===== src/sv/fbc_pkg.sv =====
// ----------------------------------------------------------------------------
// fbc_pkg
// Shared types, codes and pattern constants for the blink-code LED sequencer.
// ----------------------------------------------------------------------------
package fbc_pkg;

	// Flash patterns, one 250 ms slot per bit, shifted out MSB first.
	// A one bit means the LED is off.
	localparam logic [31:0] SEQ_PAUSE = 32'hff00_0000;
	localparam logic [31:0] SEQ_IDLE  = 32'h0f00_0000;
	localparam logic [3:0]  NIB_ZERO  = 4'h7;
	localparam logic [3:0]  NIB_ONE   = 4'h1;

	localparam logic [1:0] MODE_OK    = 2'd0;
	localparam logic [1:0] MODE_CODE  = 2'd1;
	localparam logic [1:0] MODE_PAUSE = 2'd2;

	localparam logic ACT_SERVICE = 1'b0;
	localparam logic ACT_TICK    = 1'b1;

	typedef struct packed {
		logic       action;
		logic [7:0] fault_code;
	} in_item_t;

	typedef struct packed {
		logic led_on;
		logic sequence_empty;
	} out_item_t;

	typedef struct packed {
		logic [31:0] flash_bits;
		logic [1:0]  led_mode;
		logic        led_level;
	} seq_state_t;

	// Each code bit becomes four slots: 0111 for a zero, 0001 for a one.
	function automatic logic [31:0] build_pattern(input logic [7:0] code);
		logic [31:0] pat;
		pat = '0;
		for (int i = 0; i < 8; i++) begin
			pat[i*4 +: 4] = code[i] ? NIB_ONE : NIB_ZERO;
		end
		return pat;
	endfunction

endpackage


===== src/sv/fault_blink_code_led_sequencer.sv =====
// ----------------------------------------------------------------------------
// fault_blink_code_led_sequencer
// Status LED blink-code sequencer. Every accepted beat gives one result beat:
// the beat is held in an input register, and the flash register, mode and LED
// level are updated from it together with the result register. The block takes
// one beat per cycle while out_ready does not stall the result register; the
// state update is a single registered step. Tick beats shift the flash register
// out MSB first; service beats reload it only when it is empty, with either the
// idle pattern, the blink code of (fault_prefix OR fault_code), or the 2 s pause
// that follows each code. The configuration port is always ready.
// ----------------------------------------------------------------------------
module fault_blink_code_led_sequencer (
	input  logic                clk,
	input  logic                arst_n,
	input  logic                in_valid,
	output logic                in_ready,
	input  fbc_pkg::in_item_t   in_data,
	output logic                out_valid,
	input  logic                out_ready,
	output fbc_pkg::out_item_t  out_data,
	input  logic                cfg_valid,
	output logic                cfg_ready,
	input  logic [7:0]          cfg_data
);

	logic                valid_s1;
	fbc_pkg::in_item_t   item_s1;
	fbc_pkg::seq_state_t state_q;
	fbc_pkg::seq_state_t state_nxt;
	fbc_pkg::out_item_t  result;
	fbc_pkg::out_item_t  out_q;
	logic                out_valid_q;
	logic [7:0]          prefix_q;
	logic                advance;

	// The input stage moves on whenever the result register is free or being read.
	assign advance   = ~out_valid_q | out_ready;
	assign in_ready  = ~valid_s1 | advance;
	assign cfg_ready = 1'b1;
	assign out_valid = out_valid_q;
	assign out_data  = out_q;

	always_ff @(posedge clk or negedge arst_n) begin
		if (!arst_n) begin
			prefix_q <= '0;
		end else if (cfg_valid) begin
			prefix_q <= cfg_data;
		end
	end

	always_ff @(posedge clk or negedge arst_n) begin
		if (!arst_n) begin
			valid_s1 <= 1'b0;
		end else if (in_ready) begin
			valid_s1 <= in_valid;
		end
	end

	always_ff @(posedge clk) begin
		if (in_ready && in_valid) begin
			item_s1 <= in_data;
		end
	end

	fbc_core u_core (
		.cur          (state_q),
		.item         (item_s1),
		.fault_prefix (prefix_q),
		.nxt          (state_nxt),
		.result       (result)
	);

	always_ff @(posedge clk or negedge arst_n) begin
		if (!arst_n) begin
			state_q.flash_bits <= '0;
			state_q.led_mode   <= fbc_pkg::MODE_OK;
			state_q.led_level  <= 1'b0;
			out_valid_q        <= 1'b0;
		end else if (advance) begin
			out_valid_q <= valid_s1;
			if (valid_s1) begin
				state_q <= state_nxt;
			end
		end
	end

	always_ff @(posedge clk) begin
		if (advance && valid_s1) begin
			out_q <= result;
		end
	end

	// The held result always agrees with the flash register it was built from.
	a_empty_matches: assert property (@(posedge clk) disable iff (!arst_n)
		out_valid_q |-> (out_q.sequence_empty == (state_q.flash_bits == '0)))
		else $error("sequence_empty disagrees with the flash register");

	a_tick_level: assert property (@(posedge clk) disable iff (!arst_n)
		(advance && valid_s1 && item_s1.action == fbc_pkg::ACT_TICK)
		|=> (out_q.led_on == !$past(state_q.flash_bits[31])))
		else $error("tick beat did not drive the LED from the shifted-out bit");

	a_pause_after_code: assert property (@(posedge clk) disable iff (!arst_n)
		(advance && valid_s1 && item_s1.action == fbc_pkg::ACT_SERVICE &&
		 state_q.flash_bits == '0 && state_q.led_mode == fbc_pkg::MODE_CODE)
		|=> (state_q.flash_bits == fbc_pkg::SEQ_PAUSE &&
		     state_q.led_mode == fbc_pkg::MODE_PAUSE))
		else $error("finished code was not followed by the pause");

endmodule


===== src/sv/fbc_core.sv =====
// ----------------------------------------------------------------------------
// fbc_core
// Next-state and result logic for one item of the blink-code sequencer.
// ----------------------------------------------------------------------------
module fbc_core (
	input  fbc_pkg::seq_state_t cur,
	input  fbc_pkg::in_item_t   item,
	input  logic [7:0]          fault_prefix,
	output fbc_pkg::seq_state_t nxt,
	output fbc_pkg::out_item_t  result
);

	logic [7:0] shown_code;

	assign shown_code = fault_prefix | item.fault_code;

	always_comb begin
		nxt = cur;
		if (item.action == fbc_pkg::ACT_TICK) begin
			nxt.led_level  = ~cur.flash_bits[31];
			nxt.flash_bits = {cur.flash_bits[30:0], 1'b0};
		end else if (cur.flash_bits == '0) begin
			// A finished code is always followed by the off pause.
			if (cur.led_mode == fbc_pkg::MODE_CODE) begin
				nxt.flash_bits = fbc_pkg::SEQ_PAUSE;
				nxt.led_mode   = fbc_pkg::MODE_PAUSE;
			end else if (item.fault_code == '0) begin
				nxt.flash_bits = fbc_pkg::SEQ_IDLE;
				nxt.led_mode   = fbc_pkg::MODE_OK;
			end else begin
				nxt.flash_bits = fbc_pkg::build_pattern(shown_code);
				nxt.led_mode   = fbc_pkg::MODE_CODE;
			end
		end
	end

	assign result.led_on         = nxt.led_level;
	assign result.sequence_empty = (nxt.flash_bits == '0);

endmodule

===== config.mk =====
export PLATFORM = sky130hd
export DESIGN_NAME = fault_blink_code_led_sequencer
export DESIGN_NICKNAME = d
export VERILOG_FILES = /design/src/sv/fbc_pkg.sv /design/src/sv/fault_blink_code_led_sequencer.sv /design/src/sv/fbc_core.sv
export SDC_FILE = /design/constraint.sdc
export NUM_CORES = 1
export LEC_CHECK = 0
export ABC_AREA = 1
export BUFFER_PORTS_ARGS = -buffer_cell sky130_fd_sc_hd__buf_2
export CORE_MARGIN = 3
export CORE_UTILIZATION = 45
export CTS_CLUSTER_SIZE = 10
export DETAILED_ROUTE_END_ITERATION = 10
export PLACE_DENSITY = 0.74
export REMOVE_ABC_BUFFERS = 1
export SLEW_MARGIN = 20
export SYNTH_ARGS = -nofsm -noshare
export SYNTH_HDL_FRONTEND = slang
export SYNTH_SLANG_ARGS = --single-unit

===== constraint.sdc =====
create_clock -name clk -period 2.1 [get_ports clk]
set_input_delay 0.21 -clock clk [delete_from_list [all_inputs] [get_ports clk]]
set_output_delay 0.21 -clock clk [all_outputs]
set_load 0.1 [all_outputs]

==> metrics.md, run 1 <==
| Metric | Value |
|---|---|
| Global placer's final weighted congestion | `0.926` |
| CP Capture Type | `flop` |
| Post-Syn Area | `2940 sq um` |
| Die Y | `86.9 microns` |
| Slew Viols, Final | `0` |
| Crit path cell chain | `nor2_1, nand2_1, nor2_2, nand2_2, nor2_4, nand2_1, nand2_1, nand2_1, nand3_1, nor2_1, nand3_1, nor2_2` |
| Max-cap viol count | `0` |
| Overall Global Routing Usage | `19.5%` |
| Synthesized flop and latch total | `56` |
| Via Count | `2,579` |
| Detailed Route Iter0 Violations | `222` |
| Post-Route Skew | `0.0104 ns` |
| PortBufs | `25` |
| Static leakage | `0.00168 uW` |
| Sw frac | `39.7%` |
| Status | `finished, final reports clean` |
| Row count | `28` |
| Yosys cell types | `26` |
| Clock transition at the registers of the reported paths | `0.10 ns` |
| RSZ-0062 raised after global routing | `true` |
| Syn avg cell area | `7.64 sq um` |
| Routed WL | `6810 microns` |
| CTS tree | `built` |
| Final hold vios | `0` |
| Startpoint Class | `flop` |
| Core area | `6130 sq um` |
| Final period util | `95.3%` |
| Clk network pwr share | `17.8%` |
| Synthesis-to-layout area growth | `17.2%` |
| DRT Pass-1 Iters | `5` |
| Fmax | `0.499 GHz` |
| Yosys warns | `0` |
| Drt wl/cell | `13.6 microns` |
| Die area | `7540 sq um` |
| First-pass GRT wire length | `11,500 microns` |
| Final setup viols | `0` |
| Clk Latency, worst-skew pair | `0.32 ns` |
| Final Cell Area | `3450 sq um` |
| Die Width | `86.9 microns` |
| FF-to-FF setup slack | `0.1 ns` |
| N_diodes | `0` |
| Layout Nets | `445` |
| Critical Path AT | `2.09 ns` |
| Dpl cell area | `3220 sq um` |
| Share of layout cells above drive strength 1 | `23.6%` |
| Peak supply drop | `0.664 mV` |
| Synthesized instance count | `385` |
| Min-delay worst type | `input port to flop` |
| Initial antenna violation count | `0` |
| Vias in the first global route | `2,457` |
| Power density over cell area | `1030 nW/um^2` |
| Flop pwr share | `46.1%` |
| Critical Path Fanout Max | `7` |
| Fill cell count | `536` |
| Clock sinks | `56` |
| Fin util | `56.2%` |
| DP HPWL | `4920 microns` |
| Combinational power share | `36.2%` |
| Cell Int Power | `2130 uW` |
| Crit-path slowest cell | `dfrtp_1` |
| I/O Pins | `27` |
| Post-synthesis sequential area ratio | `49.5%` |
| Routed Antenna Nets | `0` |
| Largest net degree at the start of global routing | `46` |
| Root Driver | `clkbuf_8` |
| DRC | `0` |
| CP delay by family, top | `simple AND/OR/NAND/NOR gates` |
| Buf/Inv on CP | `0` |
| Switching power | `1400 uW` |
| CP dominant cell by count | `nand2_1` |
| DR vias/cell | `5.17` |
| Clock buffer count from CTS | `5` |
| Total congestion overflow | `0` |
| Clock Path Buffers | `2` |
| CP max stage delay | `0.42 ns` |
| Critical path required time | `2.19 ns` |
| Post-route minimum period | `2.00 ns` |
| Initial Util | `48.0%` |
| CP Class | `flop to flop` |
| CTS H-tree depth | `2` |
==> Yosys cell counts (all sizes together) <==
cell type  instances  area share (%)
nand2            130              17
nor2              48             6.8
dfrtp             45              38
o21ai             37             6.3
inv               36             4.6
nand3             25             4.4
clkbuf            12             1.5
edfxtp            11              11
mux2               8             3.1
or2                8             1.7
nor3               7             1.2
a31oi              6             1.3
buf                5             1.1
mux2i              3             1.0
a21oi              1            0.17
conb               1            0.13
nand3b             1            0.26
nand4              1            0.21
==> cells by family (layout without fill, tap and decap cells) <==
kind of cell           after synthesis  in the layout  synth area share, %
AO/OA/AOI/OAI                       44             44                 7.74
buffers and inverters               53             92                 7.19
AND/OR/NAND/NOR                    220            220                 31.3
other                                1              1                0.127
flip-flops                          56             56                 49.5
multiplexers                        11             11                 4.08
==> worst reg2reg max path: stages (launching register included) <==
cell and delay (ns):
dfrtp_1 0.42, nor2_1 0.13, nand2_1 0.09, nor2_2 0.16, nand2_2 0.09, nor2_4 0.21
nand2_1 0.21, nand2_1 0.11, nand2_1 0.06, nand3_1 0.10, nor2_1 0.06, nand3_1 0.09
nor2_2 0.04
==> area by class of cell <==
cell class | instances | area, sq um | share of cell area [%]
flip-flops and latches | 56 | 1460 | 42.3
multi-input cells | 276 | 1330 | 38.7
repair buffers | 48 | 333 | 9.66
clock inverters | 3 | 27.5 | 0.799
clock buffers | 5 | 68.8 | 2.00
well taps | 75 | 93.8 | 2.72
inverters | 36 | 135 | 3.92
==> placed cells by master, fill, tap and decap left out, drive strengths merged <==
cell,synthesis,routed
nand3b,1,1
nand2,130,130
or2,8,8
mux2i,3,3
nand3,25,25
dfrtp,45,45
nand4,1,1
inv,36,37
a21oi,1,1
clkbuf,12,5
buf,5,47
dlygate4sd3,0,1
a31oi,6,6
mux2,8,8
clkinvlp,0,1
edfxtp,11,11
clkinv,0,1
nor2,48,48
conb,1,1
nor3,7,7
o21ai,37,37
==> state kept, by name, indices dropped and copies added (netlist names) <==
name / flops
out_valid: 1
out_data: 2
valid_s1: 1
prefix_q: 8
state_q: 35
item_s1: 9
==> what timing repair did <==
action | CTS | global route
hold endpoints to repair | 45 | 0
hold buffers | 1 | 0
gates resized for setup | 0 | 24
setup buffers | 0 | 8
endpoints found under the setup margin | 0 | 1
==> stage by stage <==
stage	total power (uW)	setup TNS [ns]	worst slack, ns	std cells	hold WS (ns)
floorplan	2430	-23.13	-0.852	368	-0.0856
global placement	2760	0	0.0714	482	0.210
detailed placement	2790	0	0.0624	482	0.208
CTS	3430	0	0.0111	491	0.0492
global route	3830	-0.0280	-0.0280	499	0.0408
finish	3530	0	0.0979	499	0.0602
==> power by group through the flow <==
stage	Combinational, uW	Sequential (uW)	Clock, uW
finish	1280	1630	628
detailed placement	1140	1650	0
global placement	1130	1630	0
global route	1480	1670	683
floorplan	773	1660	0
CTS	1150	1630	643
==> layer usage <==
layer  GRT usage, %  share of wire (%)  vias to the layer above
met5              0                  0                        -
met4           6.66                1.5                        0
met3           3.31                5.1                        9
met2           30.5                 47                       80
met1           27.6                 46                     1196
li1               -                  -                     1294
==> path summary, 6_finish.rpt <==
| check | from | cells past startpoint | end |
|---|---|---|---|
| max | state_q[10] | 12 | out_data[0] |
| min | in_data[8] | 1 | item_s1[8] |
| max reg2reg | state_q[10] | 12 | out_data[0] |
| min reg2reg | state_q[0] | 2 | state_q[0] |
| max in group asynchronous | arst_n | 3 | state_q[14] |
| min in group asynchronous | arst_n | 3 | state_q[2] |
No activity file was read; power rests on OpenSTA's default activity.
==> inputs of run 2 (changes only) <==
--- a/config.mk
+++ b/config.mk
@@ -8,10 +8,10 @@
 export ABC_AREA = 1
 export BUFFER_PORTS_ARGS = -buffer_cell sky130_fd_sc_hd__buf_2
 export CORE_MARGIN = 3
-export CORE_UTILIZATION = 45
+export CORE_UTILIZATION = 40
 export CTS_CLUSTER_SIZE = 10
 export DETAILED_ROUTE_END_ITERATION = 10
-export PLACE_DENSITY = 0.74
+export PLACE_DENSITY = 0.68
 export REMOVE_ABC_BUFFERS = 1
 export SLEW_MARGIN = 20
 export SYNTH_ARGS = -nofsm -noshare
==> metrics.md, run 2 (synthesized netlist as in run 1, its figures left out) <==
| Metric | Value |
|---|---|
| Flop pwr share | `45.2%` |
| Initial antenna violation count | `0` |
| Via Count | `2,587` |
| Max-cap viol count | `0` |
| First-pass GRT wire length | `11,800 microns` |
| Power density over cell area | `1030 nW/um^2` |
| Startpoint Class | `flop` |
| Top reg by flops | `state_q` |
| DP HPWL | `4990 microns` |
| Final period util | `97.2%` |
| FF-to-FF setup slack | `0.06 ns` |
| Dpl cell area | `3200 sq um` |
| Clock Path Buffers | `2` |
| Slew Viols, Final | `0` |
| Overall Global Routing Usage | `17.3%` |
| Synthesis-to-layout area growth | `18.8%` |
| N_diodes | `0` |
| Fin util | `50.3%` |
| Min-delay worst type | `input port to flop` |
| Worst Reg-to-Reg Cells | `14` |
| DRC | `0` |
| Post-route minimum period | `2.04 ns` |
| Routed WL | `6990 microns` |
| DR vias/cell | `4.97` |
| Worst R2R Start | `state_q[13]` |
| Most frequent cells in the layout | `nand2_1, dfrtp_1, nor2_1, inv_1, o21ai_0` |
| DRT Pass-1 Iters | `5` |
| Largest net degree at the start of global routing | `31` |
| Clock sinks | `56` |
| Switching power | `1380 uW` |
| Static leakage | `0.00169 uW` |
| Drt wl/cell | `13.4 microns` |
| Vias in the first global route | `2,424` |
| Initial Util | `42.4%` |
| Worst relative slew slack | `62.2%` |
| CP Class | `flop to flop` |
| Global placer's final weighted congestion | `0.869` |
| PortBufs | `25` |
| Status | `finished, final reports clean` |
| Critical Path Fanout Max | `6` |
| Worst R2R End | `out_data[0]` |
| CTS tree | `built` |
| Final Cell Area | `3490 sq um` |
| Layout Nets | `446` |
| Clk network pwr share | `19.7%` |
| Total congestion overflow | `0` |
| Worst slew pin tran | `0.567 ns` |
| Final hold vios | `0` |
| Clock transition at the registers of the reported paths | `0.11 ns` |
| Clk Latency, worst-skew pair | `0.31 ns` |
| Routed Antenna Nets | `0` |
| Peak supply drop | `0.569 mV` |
| Die Width | `91.8 microns` |
| Clock buffer count from CTS | `5` |
| Core area | `6940 sq um` |
| Combinational power share | `35.1%` |
| Final setup viols | `0` |
| I/O Pins | `27` |
| Post-Route Skew | `0.00915 ns` |
| Crit path to | `out_data[0]` |
| Root Driver | `clkbuf_8` |
| CTS H-tree depth | `2` |
| Fmax | `0.490 GHz` |
| Die Y | `91.8 microns` |
| Total Power | `3610 uW` |
| Critical path required time | `2.18 ns` |
| Die area | `8420 sq um` |
| Worst hold slack | `0.0726 ns` |
| Largest register FFs | `35` |
| Share of layout cells above drive strength 1 | `24.5%` |
| Sw frac | `38.1%` |
| Commonest non-fill, non-tap cell in the layout | `nand2_1` |
| Crit path launch | `state_q[13]` |
| Detailed Route Iter0 Violations | `227` |
| Critical Path AT | `2.12 ns` |
| Cell Int Power | `2240 uW` |
| CP Capture Type | `flop` |
| Biggest regs | `state_q x35, item_s1 x9, prefix_q x8` |
| Row count | `30` |
## run 2: changes by cell type in the layout (fill, tap and decap cells not counted), moves of 2 or more
cell / change
nand3_2: +2
nor2_2: -2
nand3_1: -2
buf_4: +2
buf_12: -2
## run 2: how the worst min path moves through the flow
stage	start	endpoint	slack [ns]	cells after the start
floorplan	arst_n	out_valid	-0.09	0
global placement	arst_n	state_q[18]	0.15	1
detailed placement	arst_n	state_q[18]	0.15	1
CTS	in_data[2]	item_s1[2]	0.06	1
global route	in_data[2]	item_s1[2]	0.05	1
finish	in_data[5]	item_s1[5]	0.07	1
## run 2: cell type report
class	count	area [sq um]
Fill cell	668	3450
Sequential cell	56	1460
Multi-Input combinational cell	276	1350
Timing Repair Buffer	49	319
Inverter	36	135
Tap cell	96	120
Clock buffer	5	68.8
Clock inverter	3	42.5
## run 2: power by group through the flow
stage	registers [uW]	logic [uW]	clock network [uW]
after floorplan	1660	773	0
after global placement	1650	1080	0
after detailed placement	1660	1100	0
after CTS	1640	1110	737
after global routing	1680	1450	781
final	1630	1270	713
## run 2: metal layers
| layer | vias up | global-route usage (%) | share of wire [%] |
|---|---|---|---|
| li1 | 1290 | - | - |
| met1 | 1203 | 25.8 | 47 |
| met2 | 84 | 26.5 | 46 |
| met3 | 10 | 2.87 | 5.2 |
| met4 | 0 | 3.34 | 1.7 |
| met5 | - | 0 | 0 |
## run 2: critical path: stages (launching register included)
cell and delay, ns:
dfrtp_1 0.42, nor2_1 0.11, nand2_1 0.08, nor2_2 0.19, nand2_2 0.10, nor2_4 0.18, buf_6 0.16, buf_4 0.11
nand2_2 0.05, nand3_2 0.07, nor2_1 0.04, nand3_1 0.08, nor2_2 0.05, nand3_1 0.10, nor2_2 0.04
## run 2: what timing repair did
item	4_1_cts	5_1_grt
setup endpoints to repair	0	1
endpoints found under the hold margin	14	0
gates resized for setup	0	28
hold buffers	1	0
buffers inserted	0	12
## run 2: metrics by stage
| stage | setup TNS [ns] | setup slack, ns | std cells |
|---|---|---|---|
| after floorplan | -23.13 | -0.852 | 368 |
| after global placement | 0 | 0.104 | 500 |
| after detailed placement | 0 | 0.0776 | 500 |
| after CTS | 0 | 0.0699 | 509 |
| after global routing | -0.0769 | -0.0769 | 521 |
| final | 0 | 0.0589 | 521 |
